==> src/rtl/apd_pkg.sv <==
// ----------------------------------------------------------------------------
// apd_pkg
// shared types and constants of the audio packet deframer
// ----------------------------------------------------------------------------
package apd_pkg;

  // header layout
  localparam int HEADER_BYTES = 36;
  localparam int ADDR_W       = $clog2(HEADER_BYTES);
  localparam int CNT_W        = $clog2(HEADER_BYTES + 1);
  localparam int MAGIC_BYTES  = 4;
  localparam int VER_POS      = 4;
  localparam int LEN_POS      = HEADER_BYTES - 4;

  // field widths
  localparam int BYTE_W = 8;
  localparam int LEN_W  = 19;
  localparam int VER_W  = 16;
  localparam int HLEN_W = 32;
  localparam int CFG_IDX_W  = 2;
  localparam int CFG_DATA_W = LEN_W;

  // configuration register indexes
  localparam logic [CFG_IDX_W-1:0] CFG_MAX_PAYLOAD = 2'd0;
  localparam logic [CFG_IDX_W-1:0] CFG_VERSION     = 2'd1;

  // register reset values
  localparam logic [LEN_W-1:0] MAX_PAYLOAD_RST = 19'd262144;
  localparam logic [VER_W-1:0] VERSION_RST     = 16'd1;

  // frame magic, byte 0 first
  localparam logic [BYTE_W-1:0] MAGIC [MAGIC_BYTES] = '{8'h58, 8'h52, 8'h41, 8'h55};

  typedef enum logic [1:0] {
    PH_HEADER  = 2'd0,
    PH_PAYLOAD = 2'd1,
    PH_DROP    = 2'd2,
    PH_BURST   = 2'd3
  } phase_t;

  // header check status handed to the control
  typedef struct packed {
    logic             ok;
    logic [LEN_W-1:0] len;
  } chk_t;

endpackage

==> src/rtl/audio_packet_deframer.sv <==
// ----------------------------------------------------------------------------
// audio_packet_deframer
// length-prefixed packet deframer with header check and header replay
// ----------------------------------------------------------------------------
// Bytes come in one per transfer. The first 36 bytes of a packet are kept in
// a small header memory while the magic, the big-endian version at byte 4 and
// the big-endian payload length at byte 32 are captured on the fly. A header
// byte is taken and gives no output, except the last one: if the
// header is good, the input is held off and the header is replayed from the
// memory, the first byte marked start. The input stays held off while the
// header memory is first read and then replayed at one byte per cycle when
// the output does not stall, set by the single read port of the header
// memory. After that each payload byte passes through the output register,
// the last one marked end. If the header is bad, a
// single error transfer goes out and all later bytes are swallowed until a
// byte arrives with the new-connection flag, which clears the state before
// that byte is taken as the first header byte. Every output transfer has
// tlast set when it is the last one caused by its input byte. One output
// register decouples the sides; a stalled output stalls the input. The
// configuration registers may be written only while the block is idle.
// ----------------------------------------------------------------------------
module audio_packet_deframer (
  input  logic                           clk,
  input  logic                           rst,
  // configuration write channel
  input  logic                           cfg_valid,
  output logic                           cfg_ready,
  input  logic [apd_pkg::CFG_IDX_W-1:0]  cfg_index,
  input  logic [apd_pkg::CFG_DATA_W-1:0] cfg_data,
  // input byte stream
  input  logic                           s_axis_tvalid,
  output logic                           s_axis_tready,
  input  logic [7:0]                     s_axis_tdata,  // [7:0] in_byte
  input  logic                           s_axis_tuser,  // [0] new_connection
  // output packet stream
  output logic                           m_axis_tvalid,
  input  logic                           m_axis_tready,
  output logic [7:0]                     m_axis_tdata,  // [7:0] out_byte
  output logic [2:0]                     m_axis_tuser,  // [0] packet_start,
                                                        // [1] packet_end,
                                                        // [2] stream_error
  output logic                           m_axis_tlast   // run_last
);

  localparam int ADDR_W = apd_pkg::ADDR_W;
  localparam int CNT_W  = apd_pkg::CNT_W;
  localparam int LEN_W  = apd_pkg::LEN_W;

  // configuration registers
  logic [LEN_W-1:0]          max_payload;
  logic [apd_pkg::VER_W-1:0] expected_version;

  // control state
  apd_pkg::phase_t  phase, phase_next;
  logic [ADDR_W-1:0] header_count;
  logic [LEN_W-1:0]  payload_left;
  logic [CNT_W-1:0]  rd_addr;       // next header entry to replay
  logic              rd_pend;       // read data waiting for the output register

  // output register
  logic       out_valid;
  logic [7:0] out_byte;
  logic [2:0] out_user;
  logic       out_last;

  // handshakes and decoded controls
  logic              in_fire;
  logic              out_free;
  apd_pkg::phase_t   eff_phase;
  logic [ADDR_W-1:0] eff_count;
  logic              hdr_last;
  logic              pay_end;
  logic              wr_en;
  logic              rd_issue;
  logic              burst_load;
  logic              burst_done;
  logic [7:0]        rd_data;
  apd_pkg::chk_t     chk;

  // --------------------------------------------------------------------------
  // configuration: always ready, unknown indexes are ignored
  // --------------------------------------------------------------------------
  assign cfg_ready = 1'b1;

  always_ff @(posedge clk) begin
    if (rst) begin
      max_payload      <= apd_pkg::MAX_PAYLOAD_RST;
      expected_version <= apd_pkg::VERSION_RST;
    end else if (cfg_valid && cfg_ready) begin
      if (cfg_index == apd_pkg::CFG_MAX_PAYLOAD) begin
        max_payload <= cfg_data;
      end else if (cfg_index == apd_pkg::CFG_VERSION) begin
        expected_version <= cfg_data[apd_pkg::VER_W-1:0];
      end
    end
  end

  // --------------------------------------------------------------------------
  // input decode: a new connection restarts header collection for this byte
  // --------------------------------------------------------------------------
  assign in_fire   = s_axis_tvalid && s_axis_tready;
  assign out_free  = !out_valid || m_axis_tready;
  assign eff_phase = s_axis_tuser ? apd_pkg::PH_HEADER : phase;
  assign eff_count = s_axis_tuser ? '0 : header_count;
  assign hdr_last  = (eff_count == ADDR_W'(apd_pkg::HEADER_BYTES - 1));
  assign pay_end   = (payload_left <= LEN_W'(1));

  // header replay: data for entry rd_addr-1 sits in rd_data while pending
  assign burst_load = (phase == apd_pkg::PH_BURST) && rd_pend && out_free;
  assign burst_done = burst_load && (rd_addr == CNT_W'(apd_pkg::HEADER_BYTES));

  // --------------------------------------------------------------------------
  // phase sequencer: next state
  // --------------------------------------------------------------------------
  always_comb begin
    phase_next = phase;
    if (in_fire) begin
      unique case (eff_phase)
        apd_pkg::PH_HEADER: begin
          if (hdr_last) begin
            phase_next = chk.ok ? apd_pkg::PH_BURST : apd_pkg::PH_DROP;
          end else begin
            phase_next = apd_pkg::PH_HEADER;
          end
        end
        apd_pkg::PH_PAYLOAD: begin
          if (pay_end) begin
            phase_next = apd_pkg::PH_HEADER;
          end
        end
        default: begin
          phase_next = phase;
        end
      endcase
    end else if (burst_done) begin
      phase_next = apd_pkg::PH_PAYLOAD;
    end
  end

  // --------------------------------------------------------------------------
  // phase sequencer: outputs
  // --------------------------------------------------------------------------
  always_comb begin
    s_axis_tready = 1'b0;
    rd_issue      = 1'b0;
    unique case (phase)
      apd_pkg::PH_BURST: begin
        rd_issue = (rd_addr != CNT_W'(apd_pkg::HEADER_BYTES)) && (!rd_pend || burst_load);
      end
      default: begin
        s_axis_tready = out_free;
      end
    endcase
  end

  assign wr_en = in_fire && (eff_phase == apd_pkg::PH_HEADER);

  always_ff @(posedge clk) begin
    if (rst) begin
      phase <= apd_pkg::PH_HEADER;
    end else begin
      phase <= phase_next;
    end
  end

  // header byte counter
  always_ff @(posedge clk) begin
    if (rst) begin
      header_count <= '0;
    end else if (wr_en) begin
      header_count <= hdr_last ? '0 : eff_count + ADDR_W'(1);
    end else if (in_fire && s_axis_tuser) begin
      header_count <= '0;
    end
  end

  // payload countdown, loaded from the checked length
  always_ff @(posedge clk) begin
    if (rst) begin
      payload_left <= '0;
    end else if (wr_en && hdr_last && chk.ok) begin
      payload_left <= chk.len;
    end else if (in_fire && eff_phase == apd_pkg::PH_PAYLOAD) begin
      payload_left <= pay_end ? '0 : payload_left - LEN_W'(1);
    end else if (in_fire && s_axis_tuser) begin
      payload_left <= '0;
    end
  end

  // replay read pointer
  always_ff @(posedge clk) begin
    if (rst) begin
      rd_addr <= '0;
      rd_pend <= 1'b0;
    end else if (phase != apd_pkg::PH_BURST) begin
      rd_addr <= '0;
      rd_pend <= 1'b0;
    end else begin
      if (rd_issue) begin
        rd_addr <= rd_addr + CNT_W'(1);
        rd_pend <= 1'b1;
      end else if (burst_load) begin
        rd_pend <= 1'b0;
      end
    end
  end

  // --------------------------------------------------------------------------
  // output register
  // --------------------------------------------------------------------------
  always_ff @(posedge clk) begin
    if (rst) begin
      out_valid <= 1'b0;
    end else if (burst_load) begin
      out_valid <= 1'b1;
    end else if (in_fire && eff_phase == apd_pkg::PH_PAYLOAD) begin
      out_valid <= 1'b1;
    end else if (wr_en && hdr_last && !chk.ok) begin
      out_valid <= 1'b1;
    end else if (m_axis_tready) begin
      out_valid <= 1'b0;
    end
  end

  // payload fields: {stream_error, packet_end, packet_start}
  always_ff @(posedge clk) begin
    if (burst_load) begin
      out_byte <= rd_data;
      out_user <= {2'b00, rd_addr == CNT_W'(1)};
      out_last <= (rd_addr == CNT_W'(apd_pkg::HEADER_BYTES));
    end else if (in_fire && eff_phase == apd_pkg::PH_PAYLOAD) begin
      out_byte <= s_axis_tdata;
      out_user <= {1'b0, pay_end, 1'b0};
      out_last <= 1'b1;
    end else if (wr_en && hdr_last && !chk.ok) begin
      out_byte <= '0;
      out_user <= 3'b100;
      out_last <= 1'b1;
    end
  end

  assign m_axis_tvalid = out_valid;
  assign m_axis_tdata  = out_byte;
  assign m_axis_tuser  = out_user;
  assign m_axis_tlast  = out_last;

  // --------------------------------------------------------------------------
  // header store and field check
  // --------------------------------------------------------------------------
  apd_hdr_mem u_hdr_mem (
    .clk     (clk),
    .wr_en   (wr_en),
    .wr_addr (eff_count),
    .wr_data (s_axis_tdata),
    .rd_en   (rd_issue),
    .rd_addr (rd_addr[ADDR_W-1:0]),
    .rd_data (rd_data)
  );

  apd_hdr_check u_hdr_check (
    .clk              (clk),
    .wr_en            (wr_en),
    .wr_addr          (eff_count),
    .wr_data          (s_axis_tdata),
    .max_payload      (max_payload),
    .expected_version (expected_version),
    .chk              (chk)
  );

endmodule

==> src/rtl/apd_hdr_mem.sv <==
// ----------------------------------------------------------------------------
// apd_hdr_mem
// header byte store, one write port, one registered read port
// ----------------------------------------------------------------------------
module apd_hdr_mem (
  input  logic                       clk,
  input  logic                       wr_en,
  input  logic [apd_pkg::ADDR_W-1:0] wr_addr,
  input  logic [apd_pkg::BYTE_W-1:0] wr_data,
  input  logic                       rd_en,
  input  logic [apd_pkg::ADDR_W-1:0] rd_addr,
  output logic [apd_pkg::BYTE_W-1:0] rd_data
);

  logic [apd_pkg::BYTE_W-1:0] mem [apd_pkg::HEADER_BYTES];

  always_ff @(posedge clk) begin
    if (wr_en) begin
      mem[wr_addr] <= wr_data;
    end
  end

  always_ff @(posedge clk) begin
    if (rd_en) begin
      rd_data <= mem[rd_addr];
    end
  end

endmodule

==> src/rtl/apd_hdr_check.sv <==
// ----------------------------------------------------------------------------
// apd_hdr_check
// header field capture while bytes arrive, verdict on the last header byte
// ----------------------------------------------------------------------------
module apd_hdr_check (
  input  logic                       clk,
  input  logic                       wr_en,
  input  logic [apd_pkg::ADDR_W-1:0] wr_addr,
  input  logic [apd_pkg::BYTE_W-1:0] wr_data,
  input  logic [apd_pkg::LEN_W-1:0]  max_payload,
  input  logic [apd_pkg::VER_W-1:0]  expected_version,
  output apd_pkg::chk_t              chk
);

  logic [apd_pkg::MAGIC_BYTES-1:0] magic_hit;
  logic [apd_pkg::VER_W-1:0]       version;
  logic [apd_pkg::HLEN_W-9:0]      len_hi;   // length bytes before the last one
  logic [apd_pkg::HLEN_W-1:0]      len_full;

  always_ff @(posedge clk) begin
    if (wr_en) begin
      for (int i = 0; i < apd_pkg::MAGIC_BYTES; i++) begin
        if (wr_addr == apd_pkg::ADDR_W'(i)) begin
          magic_hit[i] <= (wr_data == apd_pkg::MAGIC[i]);
        end
      end
      if (wr_addr == apd_pkg::ADDR_W'(apd_pkg::VER_POS)) begin
        version[15:8] <= wr_data;
      end
      if (wr_addr == apd_pkg::ADDR_W'(apd_pkg::VER_POS + 1)) begin
        version[7:0] <= wr_data;
      end
      for (int i = 0; i < 3; i++) begin
        if (wr_addr == apd_pkg::ADDR_W'(apd_pkg::LEN_POS + i)) begin
          len_hi[(2-i)*8 +: 8] <= wr_data;
        end
      end
    end
  end

  // verdict is valid in the cycle the last length byte is written
  assign len_full = {len_hi, wr_data};
  assign chk.ok   = (&magic_hit) && (version == expected_version) &&
                    (len_full != '0) &&
                    (len_full <= {{(apd_pkg::HLEN_W - apd_pkg::LEN_W){1'b0}}, max_payload});
  assign chk.len  = len_full[apd_pkg::LEN_W-1:0];

endmodule

==> config.mk <==
export PLATFORM = sky130hd
export DESIGN_NAME = audio_packet_deframer
export DESIGN_NICKNAME = d
export VERILOG_FILES = /design/src/rtl/apd_pkg.sv /design/src/rtl/audio_packet_deframer.sv /design/src/rtl/apd_hdr_mem.sv /design/src/rtl/apd_hdr_check.sv
export SDC_FILE = /design/constraint.sdc
export NUM_CORES = 1
export LEC_CHECK = 0
export BUFFER_PORTS_ARGS = -buffer_cell sky130_fd_sc_hd__clkbuf_2
export CAP_MARGIN = 0
export CORE_AREA = 8 8 209 171
export DETAILED_ROUTE_END_ITERATION = 6
export DIE_AREA = 0 0 217 179
export PLACE_DENSITY = 0.78
export SLEW_MARGIN = 5
export SYNTH_ARGS = -nofsm -noshare
export SYNTH_HDL_FRONTEND = slang
export SYNTH_SLANG_ARGS = --single-unit
==> constraint.sdc <==
create_clock -name clk -period 4.2 [get_ports clk]
set_clock_uncertainty 0.1 [all_clocks]
set_input_delay 0.63 -clock clk [delete_from_list [all_inputs] [get_ports clk]]
set_output_delay 0.63 -clock clk [all_outputs]
set_load 0.02 [all_outputs]
==> reports/results.ini <==
[timing]
worst_slew_pin_slew_ns=1.04
timing.hold.ws_ns=0.231
setup_violations=0
period_minus_slack_ns=3.28
relSlewSlack_pct=30.4
rsz0062_at_grt=false
hold_viol=0
finalSetupTns_ns=0
fin_crit_sh_pct=78.2
fmax_mhz=305
slew_violations=0
setup_slack_ns=0.918

[logic_synthesis]
syn_avg_cell_area_sq_um=15.5
synth-edff-count=350
synth_common_cells=edfxtp_1, nand2_1, mux4_2, nor2_1, dfxtp_1
synth_seq_area_share_pct=68.1
yosys.area.top_type=edfxtp_1
synth_top_area_share_pct=59.9
postSynth.asyncResetShare_pct=0
synth_seq_cells=422
ys_warn_count=0
synth_area_sq_um=17500
netlist-cell-type-count=66
syn_nets=1197
synth_ff_type=edfxtp_1
synth_most_common_cell=edfxtp_1
synthTopCellsByArea=edfxtp_1, mux4_2, dfxtp_1
synth_cells=1134

[layout]
drive_above_1_share_pct=19.0
fillers=2366
antenna_cells=0
layout.nets=1254
final_area_sq_um=19600
multi_input_area_sq_um=5240
register_area_sq_um=12000
area_growth_pct=11.4

[clocking]
cts_hold_buffers=0
cts_buffers=42
cts_tree=done
cts_setup_buffers=0
clkTransAtPathRegs_ns=0.06
clock_latency_ns=0.53
post_cts_resized=0
clockBufferDepth=3
cts_root_buf=clkbuf_16
clock_sinks=422
h-tree-depth=2

[global_route]
grt_use_met2_pct=31.1
grt_use_met3_pct=4.59
grt_pass1_wl_mm=59.8
grt_pass1_vias=9986
grt_use_total_pct=20.1
use_met1_pct=29.0
overflow=0
antenna_found_initial=0
grt_max_degree=75
grt.busiest_layer=met2

[die]
fp.coreArea_sq_um=32200
die_w_microns=217
dieArea_sq_um=38800
die_h_microns=179
placementRows=59
initial_utilization_pct=54.5
io_pins=50

[outcome]
outcome=completed

[setup_path]
crit_path_end_kind=flop
arrival_ns=3.36
cp.required_ns=4.27
cp_max_fo=14
critical_path_class=reg -> reg
startpoint_type=flop

[drt]
avgRoutedWirePerCell_microns=23.7
drtPass1Iterations=6
wl_mm=39.1
drtIter0Drc=1209
avgViaCountPerCell=6.17
final_antenna_net_count=0
drc=0
vias=10200

[power]
clkPwrFrac_pct=42.1
comb_power_share_pct=4.1
intPower_w=0.00676
power.density_nw_per_um2=435
switching_share_pct=20.6
p_total_w=0.00851
power.switching_w=0.00175
power_frac_seq_pct=53.9
leakage_nw=6.24
peakVddDrop_mv=0.272

[run]
cap_violations=0

[place]
portBuffers=48
dp_slack_ns=0.794
gp_congestion=0.859
dpl_cell_area_sq_um=18200
hpwlAfterDp_mm=25.1

[min_path]
min_path_type=in -> reg

through the flow:
stage                     cells  utilization, %
after floorplan            1134               -
after global placement     1574            56.7
after detailed placement   1574            56.7
after CTS                  1650            60.7
after global routing       1650            60.7
final                      1650            60.7
metal layers:
| layer | part of all wire [%] | up-vias |
|---|---|---|
| li1 | - | 4493 |
| met1 | 43 | 5165 |
| met2 | 46 | 474 |
| met3 | 9.5 | 52 |
| met4 | 1.6 | 0 |
| met5 | 0 | - |
critical path, cell delays in order (launching register included):
cell and delay, ns:
edfxtp_1 0.37, nor4_1 0.41, nand3_1 0.26, a2111oi_4 0.42, nand4bb_1 0.22, o21a_4 0.31
o21ai_1 0.44, nand2_1 0.40
cells by family (layout without fill, tap and decap cells):
kind of cell    count (synthesis)  count (layout)  share of synthesized area, %
other cells                     1               1                        0.0214
flops                         422             422                          68.1
mux                            98              98                          11.9
buf+inv                        85             174                          2.06
simple gates                  323             323                          8.81
compound gates                150             150                          5.75
xor+xnor                       27              27                          1.35
fa+ha+maj                      28              28                          2.00
state kept, by name, summed over array words and instances (netlist names), 4 cells and up:
name / count
u_hdr_mem.mem: 288
u_hdr_check.len_hi: 24
max_payload: 19
payload_left: 19
expected_version: 16
u_hdr_check.version: 16
m_axis_tdata: 8
u_hdr_mem.rd_data: 8
header_count: 6
rd_addr: 6
u_hdr_check.magic_hit: 4
final timing paths:
| check | from | end | slack (ns) | cells past startpoint |
|---|---|---|---|---|
| max | u_hdr_check.len_hi[21] | m_axis_tdata[7] | 0.92 | 7 |
| min | cfg_data[17] | max_payload[17] | 0.23 | 3 |
| max reg2reg | u_hdr_check.len_hi[21] | m_axis_tdata[7] | 0.92 | 7 |
| min reg2reg | max_payload[3] | max_payload[3] | 0.36 | 2 |
power by group through the flow:
stage | combinational, W | clock (W) | sequential [W]
after floorplan | 0.000186 | 0 | 0.00467
after detailed placement | 0.000342 | 0 | 0.00467
final | 0.000347 | 0.00358 | 0.00458
after global placement | 0.000331 | 0 | 0.00467
after global routing | 0.000380 | 0.00378 | 0.00458
after CTS | 0.000343 | 0.00363 | 0.00458
final cells by class:
cell class                 count  share of cell area [%]
sequential                   422                    61.2
clock inverter                17                   0.806
multi-input combinational    627                    26.8
inverter                      32                   0.614
clock buffer                  59                    5.86
tap                          427                    2.73
timing repair buffer          66                    2.05
cell usage in the layout, fill, tap and decap left out, drive strengths merged, types with 4 or more instances in the layout:
cell type  Yosys  final
a211oi         6      6
a21o           4      4
a21oi         62     62
a22o           8      8
a22oi          4      4
a311oi         5      5
a31oi          8      8
and2          12     12
and3          15     15
buf           18     18
clkbuf        35    107
clkinv         0     12
dfxtp         72     72
edfxtp       350    350
ha            28     28
inv           32     33
mux2i         10     10
mux4          88     88
nand2        117    117
nand2b         5      5
nand3         12     12
nand4         11     11
nor2          80     80
nor2b          8      8
nor3          26     26
nor3b          5      5
nor4          10     10
o211ai         5      5
o21ai         30     30
or4            6      6
xnor2         16     16
xor2          11     11
Note: power is estimated with default switching activity, not from simulation.
